===== src/rtl/ncl_pkg.sv =====
// ----------------------------------------------------------------------------
// ncl_pkg
// Shared types and constants for the node cache LRU policy block.
// ----------------------------------------------------------------------------
`default_nettype none

package ncl_pkg;

  localparam int SLOTS_DEF  = 32;
  localparam int BLOCK_BITS = 32;
  localparam int SLOT_BITS  = 5;
  localparam int STAMP_BITS = 64;

  typedef enum logic [1:0] {
    OP_LOAD  = 2'd0,
    OP_ALLOC = 2'd1,
    OP_FREE  = 2'd2,
    OP_FLUSH = 2'd3
  } ncl_op_t;

  typedef struct packed {
    ncl_op_t               opcode;
    logic [BLOCK_BITS-1:0] block_number;
    logic [SLOT_BITS-1:0]  slot_index;
  } ncl_in_t;

  typedef struct packed {
    logic [SLOT_BITS-1:0]  slot;
    logic                  hit;
    logic                  fill_needed;
    logic                  writeback;
    logic [BLOCK_BITS-1:0] writeback_block;
  } ncl_out_t;

  // One slot of the tag store.
  typedef struct packed {
    logic [BLOCK_BITS-1:0] tag;
    logic [STAMP_BITS-1:0] stamp;
    logic                  dirty;
  } ncl_entry_t;

endpackage

`default_nettype wire


===== src/rtl/ncl_stream_if.sv =====
// ----------------------------------------------------------------------------
// ncl_stream_if
// Valid/ready channel carrying one payload item per transfer.
// ----------------------------------------------------------------------------
`default_nettype none

interface ncl_stream_if #(
  parameter type T = logic
) ();

  logic valid;
  logic ready;
  T     data;

  modport source (output valid, output data, input ready);
  modport sink   (input valid, input data, output ready);

endinterface

`default_nettype wire


===== src/rtl/ncl_ram.sv =====
// ----------------------------------------------------------------------------
// ncl_ram
// Slot entry store: one write port, one read port, registered read data.
// ----------------------------------------------------------------------------
`default_nettype none

module ncl_ram import ncl_pkg::*; #(
  parameter int DEPTH = SLOTS_DEF
) (
  input  logic                     clk,
  input  logic                     wr_en,
  input  logic [$clog2(DEPTH)-1:0] wr_addr,
  input  ncl_entry_t               wr_data,
  input  logic                     rd_en,
  input  logic [$clog2(DEPTH)-1:0] rd_addr,
  output ncl_entry_t               rd_data
);

  ncl_entry_t mem [DEPTH];

  always_ff @(posedge clk) begin
    if (wr_en) begin
      mem[wr_addr] <= wr_data;
    end
    if (rd_en) begin
      rd_data <= mem[rd_addr];
    end
  end

endmodule

`default_nettype wire


===== src/rtl/node_cache_lru_policy.sv =====
// ----------------------------------------------------------------------------
// node_cache_lru_policy
// Tag and replacement controller for a fully associative block cache.
// ----------------------------------------------------------------------------
// Usage:
//   in_if  carries one request per transfer: opcode (load, alloc, free,
//          flush), block number and, for flush, a slot index.
//   out_if returns exactly one result per request: slot, hit, fill_needed,
//          writeback and writeback_block, in request order.
//   Load/alloc/free walk every slot of the entry RAM, one read per cycle,
//   tracking the first tag match, the first empty slot and the slot with the
//   oldest stamp. A flush reads just its own slot's entry; an out-of-range
//   flush reads none. The walk passes through the scan and drain states to
//   the update state, which registers the result; only then does the block
//   take its next request. The single RAM read port paces the walk.
//   The result sits in an output register, so the next request is taken
//   while it waits; a stalled receiver holds the block only once the next
//   result is ready to be written.
//   Reset clears the valid bits and the use clock at once; the RAM itself
//   is not cleared, since an entry is read only behind its valid bit.
// ----------------------------------------------------------------------------
`default_nettype none

module node_cache_lru_policy import ncl_pkg::*; #(
  parameter int SLOTS = SLOTS_DEF
) (
  input  logic         clk,
  input  logic         rst_n,
  ncl_stream_if.sink   in_if,
  ncl_stream_if.source out_if
);

  localparam int IW = $clog2(SLOTS);
  localparam logic [IW-1:0] LAST_IDX = IW'(SLOTS - 1);

  typedef enum logic [3:0] {
    S_IDLE   = 4'b0001,
    S_SCAN   = 4'b0010,
    S_DRAIN  = 4'b0100,
    S_UPDATE = 4'b1000
  } state_t;

  state_t                state_r;
  logic                  rsp_vld_r;
  logic [IW-1:0]         rsp_idx_r;
  logic [IW-1:0]         cnt_r;
  logic [IW-1:0]         last_r;
  logic [SLOTS-1:0]      valid_r;
  logic [STAMP_BITS-1:0] use_clock_r;
  logic                  out_valid_r;
  ncl_out_t              out_data_r;

  // Request held for the whole walk.
  ncl_op_t               op_r;
  logic [BLOCK_BITS-1:0] blk_r;
  logic [SLOT_BITS-1:0]  idx_r;
  logic                  idx_ok_r;

  // Scan results.
  logic                  found_r;
  logic [IW-1:0]         match_idx_r;
  logic                  match_dirty_r;
  logic                  free_found_r;
  logic [IW-1:0]         free_idx_r;
  logic                  min_any_r;
  logic [IW-1:0]         min_idx_r;
  logic [STAMP_BITS-1:0] min_stamp_r;
  logic [BLOCK_BITS-1:0] min_tag_r;
  logic                  min_dirty_r;

  ncl_entry_t            rd_data;
  logic                  rd_en;
  logic                  in_xfer;
  logic                  in_idx_ok;
  logic                  go;
  logic                  rsp_live;

  // Update-stage decisions.
  logic [STAMP_BITS-1:0] clk_nxt;
  logic [IW-1:0]         victim_idx;
  logic                  victim_wb;
  logic [IW-1:0]         tgt;
  logic                  wr_want;
  ncl_entry_t            wr_data;
  logic                  stamp_upd;
  logic                  clr_valid;
  ncl_out_t              res;

  assign in_if.ready  = (state_r == S_IDLE);
  assign in_xfer      = in_if.valid && in_if.ready;
  assign in_idx_ok    = 32'(in_if.data.slot_index) < 32'(SLOTS);
  assign out_if.valid = out_valid_r;
  assign out_if.data  = out_data_r;
  assign rd_en        = (state_r == S_SCAN);
  assign go           = (state_r == S_UPDATE) && (!out_valid_r || out_if.ready);
  assign rsp_live     = rsp_vld_r && valid_r[rsp_idx_r];

  ncl_ram #(.DEPTH(SLOTS)) u_ram (
    .clk     (clk),
    .wr_en   (go && wr_want),
    .wr_addr (tgt),
    .wr_data (wr_data),
    .rd_en   (rd_en),
    .rd_addr (cnt_r),
    .rd_data (rd_data)
  );

  // Work out the result and the write-back entry from the scan registers.
  always_comb begin
    clk_nxt    = use_clock_r + STAMP_BITS'(1);
    victim_idx = free_found_r ? free_idx_r : min_idx_r;
    victim_wb  = !free_found_r && min_dirty_r && (min_tag_r != '0);
    tgt        = victim_idx;
    wr_want    = 1'b0;
    wr_data    = '{tag: blk_r, stamp: clk_nxt, dirty: 1'b0};
    stamp_upd  = 1'b0;
    clr_valid  = 1'b0;
    res        = '0;
    case (op_r)
      OP_LOAD: begin
        stamp_upd = 1'b1;
        wr_want   = 1'b1;
        if (found_r) begin
          tgt           = match_idx_r;
          res.hit       = 1'b1;
          wr_data.dirty = match_dirty_r;
        end else begin
          res.fill_needed     = 1'b1;
          res.writeback       = victim_wb;
          res.writeback_block = victim_wb ? min_tag_r : '0;
        end
        res.slot = SLOT_BITS'(tgt);
      end
      OP_ALLOC: begin
        stamp_upd           = 1'b1;
        wr_want             = 1'b1;
        wr_data.dirty       = 1'b1;
        res.writeback       = victim_wb;
        res.writeback_block = victim_wb ? min_tag_r : '0;
        res.slot            = SLOT_BITS'(tgt);
      end
      OP_FREE: begin
        tgt = match_idx_r;
        if (found_r) begin
          clr_valid = 1'b1;
          res.hit   = 1'b1;
          res.slot  = SLOT_BITS'(match_idx_r);
        end
      end
      OP_FLUSH: begin
        tgt      = min_idx_r;
        res.slot = idx_r;
        // Only a resident slot is written back; keep its stamp, drop dirty.
        if (idx_ok_r && min_any_r) begin
          wr_want             = 1'b1;
          wr_data             = '{tag: min_tag_r, stamp: min_stamp_r, dirty: 1'b0};
          res.writeback       = 1'b1;
          res.writeback_block = min_tag_r;
        end
      end
      default: ;
    endcase
  end

  // Control state.
  always_ff @(posedge clk) begin
    if (!rst_n) begin
      state_r      <= S_IDLE;
      rsp_vld_r    <= 1'b0;
      valid_r      <= '0;
      use_clock_r  <= '0;
      out_valid_r  <= 1'b0;
      found_r      <= 1'b0;
      free_found_r <= 1'b0;
      min_any_r    <= 1'b0;
    end else begin
      rsp_vld_r <= (state_r == S_SCAN);
      if (out_valid_r && out_if.ready && !go) begin
        out_valid_r <= 1'b0;
      end
      // Fold in the entry read last cycle.
      if (rsp_live && !found_r && (rd_data.tag == blk_r)) begin
        found_r <= 1'b1;
      end
      if (rsp_vld_r && !valid_r[rsp_idx_r]) begin
        free_found_r <= 1'b1;
      end
      if (rsp_live) begin
        min_any_r <= 1'b1;
      end
      case (state_r)
        S_IDLE: begin
          if (in_xfer) begin
            found_r      <= 1'b0;
            free_found_r <= 1'b0;
            min_any_r    <= 1'b0;
            if (in_if.data.opcode == OP_FLUSH && !in_idx_ok) begin
              state_r <= S_UPDATE;
            end else begin
              state_r <= S_SCAN;
            end
          end
        end
        S_SCAN: begin
          if (cnt_r == last_r) begin
            state_r <= S_DRAIN;
          end
        end
        S_DRAIN: begin
          state_r <= S_UPDATE;
        end
        S_UPDATE: begin
          if (go) begin
            out_valid_r <= 1'b1;
            state_r     <= S_IDLE;
            if (stamp_upd) begin
              use_clock_r  <= clk_nxt;
              // A stamp that wrapped to zero leaves the slot empty.
              valid_r[tgt] <= (clk_nxt != '0);
            end
            if (clr_valid) begin
              valid_r[tgt] <= 1'b0;
            end
          end
        end
        default: state_r <= S_IDLE;
      endcase
    end
  end

  // Datapath registers.
  always_ff @(posedge clk) begin
    rsp_idx_r <= cnt_r;
    if (in_xfer) begin
      op_r     <= in_if.data.opcode;
      blk_r    <= in_if.data.block_number;
      idx_r    <= in_if.data.slot_index;
      idx_ok_r <= in_idx_ok;
      if (in_if.data.opcode == OP_FLUSH) begin
        cnt_r  <= IW'(in_if.data.slot_index);
        last_r <= IW'(in_if.data.slot_index);
      end else begin
        cnt_r  <= '0;
        last_r <= LAST_IDX;
      end
    end else if (state_r == S_SCAN && cnt_r != last_r) begin
      cnt_r <= cnt_r + IW'(1);
    end
    if (rsp_live && !found_r && (rd_data.tag == blk_r)) begin
      match_idx_r   <= rsp_idx_r;
      match_dirty_r <= rd_data.dirty;
    end
    if (rsp_vld_r && !valid_r[rsp_idx_r] && !free_found_r) begin
      free_idx_r <= rsp_idx_r;
    end
    // Strict compare keeps the lowest slot on equal stamps.
    if (rsp_live && (!min_any_r || rd_data.stamp < min_stamp_r)) begin
      min_idx_r   <= rsp_idx_r;
      min_stamp_r <= rd_data.stamp;
      min_tag_r   <= rd_data.tag;
      min_dirty_r <= rd_data.dirty;
    end
    if (go) begin
      out_data_r <= res;
    end
  end

`ifndef SYNTHESIS
  a_rsp_in_walk: assert property (@(posedge clk) disable iff (!rst_n)
    rsp_vld_r |-> (state_r == S_SCAN || state_r == S_DRAIN))
    else $error("read response outside of a slot walk");

  a_update_emits: assert property (@(posedge clk) disable iff (!rst_n)
    go |=> out_valid_r)
    else $error("update step did not present a result");

  a_victim_known: assert property (@(posedge clk) disable iff (!rst_n)
    (state_r == S_UPDATE && !free_found_r &&
     ((op_r == OP_LOAD && !found_r) || op_r == OP_ALLOC)) |-> min_any_r)
    else $error("full cache without an oldest slot");

  a_match_resident: assert property (@(posedge clk) disable iff (!rst_n)
    (state_r == S_UPDATE && found_r) |-> valid_r[match_idx_r])
    else $error("matched slot is not resident");
`endif

endmodule

`default_nettype wire


===== src/flat_wrapper.sv =====
// flat-port wrapper written by rule: the top's interface ports become plain ports
module node_cache_lru_policy_flat import ncl_pkg::*;
#(
  parameter int SLOTS = SLOTS_DEF
)
  (clk, rst_n, in_if_valid, in_if_data, in_if_ready, out_if_valid, out_if_data, out_if_ready);
  ncl_stream_if #(.T(ncl_in_t)) in_if_i ();
  ncl_stream_if #(.T(ncl_out_t)) out_if_i ();
  input  logic clk;
  input  logic rst_n;
  input wire logic [$bits(in_if_i.valid)-1:0] in_if_valid;
  input wire logic [$bits(in_if_i.data)-1:0] in_if_data;
  output wire logic [$bits(in_if_i.ready)-1:0] in_if_ready;
  output wire logic [$bits(out_if_i.valid)-1:0] out_if_valid;
  output wire logic [$bits(out_if_i.data)-1:0] out_if_data;
  input wire logic [$bits(out_if_i.ready)-1:0] out_if_ready;
  assign in_if_i.valid = in_if_valid;
  assign in_if_i.data = in_if_data;
  assign in_if_ready = in_if_i.ready;
  assign out_if_valid = out_if_i.valid;
  assign out_if_data = out_if_i.data;
  assign out_if_i.ready = out_if_ready;
  node_cache_lru_policy #(.SLOTS(SLOTS)) u_core (.clk(clk), .rst_n(rst_n), .in_if(in_if_i), .out_if(out_if_i));
endmodule

===== config.mk =====
export PLATFORM = sky130hd
export DESIGN_NAME = node_cache_lru_policy_flat
export DESIGN_NICKNAME = d
export VERILOG_FILES = /design/src/rtl/ncl_pkg.sv /design/src/rtl/ncl_stream_if.sv /design/src/rtl/ncl_ram.sv /design/src/rtl/node_cache_lru_policy.sv /design/src/flat_wrapper.sv
export SDC_FILE = /design/constraint.sdc
export NUM_CORES = 2
export LEC_CHECK = 0
export BUFFER_PORTS_ARGS = -buffer_cell sky130_fd_sc_hd__buf_2
export CORE_UTILIZATION = 41
export DETAILED_ROUTE_END_ITERATION = 8
export PLACE_DENSITY = 0.67
export SKIP_LAST_GASP = 1
export SLEW_MARGIN = 10
export SYNTH_ARGS = -nofsm -noshare
export SYNTH_HDL_FRONTEND = slang
export SYNTH_SLANG_ARGS = --single-unit

===== constraint.sdc =====
create_clock -name clk -period 13.6 [get_ports clk]
set_input_delay 0 -clock clk [delete_from_list [all_inputs] [get_ports clk]]
set_output_delay 0 -clock clk [all_outputs]
set_load 0.02 [all_outputs]

==> metrics.txt <==
Syn Std Cell Area 137,000 um^2; Die Height 580 um; placed cells 10,500; FP Rows 212; DP Area 144,000 um^2; Yosys top cell area share 74.5%; Buffers on Ports 84; synth unique cells 74; Clock Tree Root clkbuf_16; status completed; Syn Area/Cell 21.9 um^2; layout cells sized above 1 28.1%; WL met1 143 mm; Initial Utilization 41.2%; Final Cycle Share 43.4%; Cell Count, Final, Fillers Out 11,300; Compound-Gate Fraction of Synth Area 1.39%; core area 333,000 um^2; commonest non-fill, non-tap cell in the layout edfxtp_1; post-CTS setup buffers 0; R2R setup slack 7.70 ns; WL/cell 31.3 um; CP Class flop to flop; design area 156,000 um^2; crit start category flop; # resized after CTS 0; Die Wd 580 um; GPL Wtd Cong 0.871; setup repair after global routing missed its margin false; Fin. Hold Viols 0; max layer used met5; Pwr per Cell Area 155 nW/um^2; initial antenna violation count 9; DP HPWL 190 mm; number of buffers created by CTS 355; Clock Skews 0.0762 ns; GRT overflow 0; Seq cells post-synth 3,513; Synth Flop Type edfxtp_1; multi-input logic area 31,700 um^2; worst hold path type input pin to flop; Clock Latency Late Sink 0.96 ns; crit path DAT 6.47 ns; final WL 352 mm; mux contribution to synthesized area 17.0%; cts hold-fix bufs 87; Vias per Instance 5.98; Routed met2 length 170 mm; ANT nets after route 0; vias 67,400; Worst-Margin Slew 1.29 ns; Syn. warnings 0; most frequent cells in the layout 3,403 x edfxtp_1, 980 x mux4_2, 358 x clkbuf_16, 223 x nand2_1, 144 x buf_4; final setup fails 0; Adder-Cell Fraction of Synth Area 0.602%; first-pass GRT wire length 502 mm; vias in the first global route 67,100; dominant cells by area after synthesis edfxtp_1 75%, mux4_2 16%, dfxtp_1 1.6%, mux2_2 0.80%, clkbuf_1 0.64%; CTS H-tree depth 5; Clk pin slew, worst setup/hold paths 0.06 ns; MaxCap Viol Count 0; io pins 85; setup TNS 0 ns; residual DRC count 0; post-synthesis async set-or-reset flop share 0%; Critical Path End Type flop; # fillers 26,900; Final #Nets 6,711; sequential area share after synthesis 76.1%; final max-slew violation count 0; EDFF count, synth 3,403; Rel. slew slack 14.0%; DRT iter0 DRCs 8,493; Synth Area in Simple Gates 2.77%; DR WL met3 29.5 mm; worst vdd ir 0.000114 V; min Tclk post-route 5.90 ns; Leak Pwr 45.3 nW; clock tree sinks 3,513; syn_nets 6,361; area grow syn2layout 13.8%; FF+latch area 104,000 um^2; Worst EP required 14.17 ns; Post-Synth XOR/XNOR Area 0.913%; Max Fanout on Critical Path 45; Die ar. 337,000 um^2; pin count of the biggest net entering global routing 139; Mapped Cells 6,252; Total GRT Usage 20.7%; largest family of logic cells by synthesized area multiplexers; iteration count of the initial detailed-routing pass 5; top cell type by total area after synthesis edfxtp_1; CTS tree done; clock tree buffer depth 4; max frequency 170 MHz
registers in the layout, summed over array words and instances, names as in the netlist, 32 cells and up:
name and count:
u_core.u_ram.rd_data 97, u_core.min_stamp_r 64, u_core.use_clock_r 64, u_core.valid_r 32, u_core.blk_r 32, u_core.min_tag_r 32
u_core.u_ram.mem 3104, u_core.out_if.data 40
synth_stat cells, types with 14 or more instances:
cell and instances:
nor2b_1 15, a21oi_1 57, nand2b_1 16, xor2_1 67, a21o_1 16, o21ai_0 83, ha_1 66, mux2_2 97
buf_1 62, nand3_1 47, inv_1 84, and3_1 14, nor2_1 105, xnor2_1 76, edfxtp_1 3403, o311ai_1 29
mux2i_1 14, a21boi_0 23, or3_1 27, and4_1 15, clkbuf_1 235, dfxtp_1 110, nand4_1 57, nor3_1 33
mux4_2 980, buf_2 32, nand2_1 224, and2_1 79, nor4_1 41, o21ai_1 31
per-stage QoR:
| stage | hold WS, ns | util (%) | total power, mW | worst slack (ns) |
|---|---|---|---|---|
| after floorplan | 0.0989 | - | 14.0 | 3.32 |
| after global placement | 0.178 | 43.1 | 14.8 | 7.98 |
| after detailed placement | 0.178 | 43.1 | 14.8 | 7.84 |
| after CTS | 0.00717 | 46.9 | 24.4 | 7.82 |
| after global routing | 0.0343 | 46.9 | 24.9 | 7.46 |
| final | 0.0485 | 46.9 | 24.3 | 7.70 |
routing by layer:
metal	up-vias	track usage [%]
met4	2	5.52
li1	26900	-
met5	-	0
met2	3406	33.2
met1	36500	29.8
met3	514	3.02
final timing paths:
check	start	to	cells past startpoint
setup / recovery	u_core.op_r[0]$_DFFE_PP_	u_core.u_ram.mem[22][30]$_DFFE_PP_	9
hold / removal	in_if_data[0]	u_core.cnt_r[0]$_DFFE_PP_	4
setup reg to reg	u_core.op_r[0]$_DFFE_PP_	u_core.u_ram.mem[22][30]$_DFFE_PP_	9
hold reg to reg	u_core.u_ram.rd_data[78]$_DFFE_PP_	u_core.min_tag_r[13]$_DFFE_PP_	0
worst max-delay path, stage by stage (launching register included):
cell and delay [ns]:
edfxtp_1 0.58, nand2b_1 0.35, clkinv_1 0.24, nor2_1 0.16, a221oi_1 0.62, nor2b_1 0.31
nand2_1 0.48, nor2_4 1.07, buf_4 0.89, buf_4 0.63
final cells by class:
| type | instances | area share (%) |
|---|---|---|
| inverters | 85 | 0.208 |
| repair buffers | 333 | 1.75 |
| diodes | 3 | 0.00481 |
| flip-flops and latches | 3513 | 66.9 |
| clock buffers | 433 | 5.95 |
| clock inverters | 205 | 1.43 |
| multi-input cells | 2314 | 20.3 |
| well taps | 4387 | 3.52 |
power by group:
part	internal, mW	total (mW)	switching [mW]
Clock	5.59	9.69	4.11
Sequential	11.9	12.0	0.0654
Combinational	1.21	2.61	1.40
Total	18.7	24.3	5.58
logic make-up (layout without fill, tap and decap cells):
family                   after synthesis  count (layout)
flip-flops                          3513            3513
buffers and inverters                425            1056
AO/OA/AOI/OAI                        298             298
other                                  0               3
adder cells (fa/ha/maj)               66              66
multiplexers                        1091            1091
XOR/XNOR                             143             143
AND/OR/NAND/NOR                      716             716
Note: power is estimated with default switching activity, not from simulation.
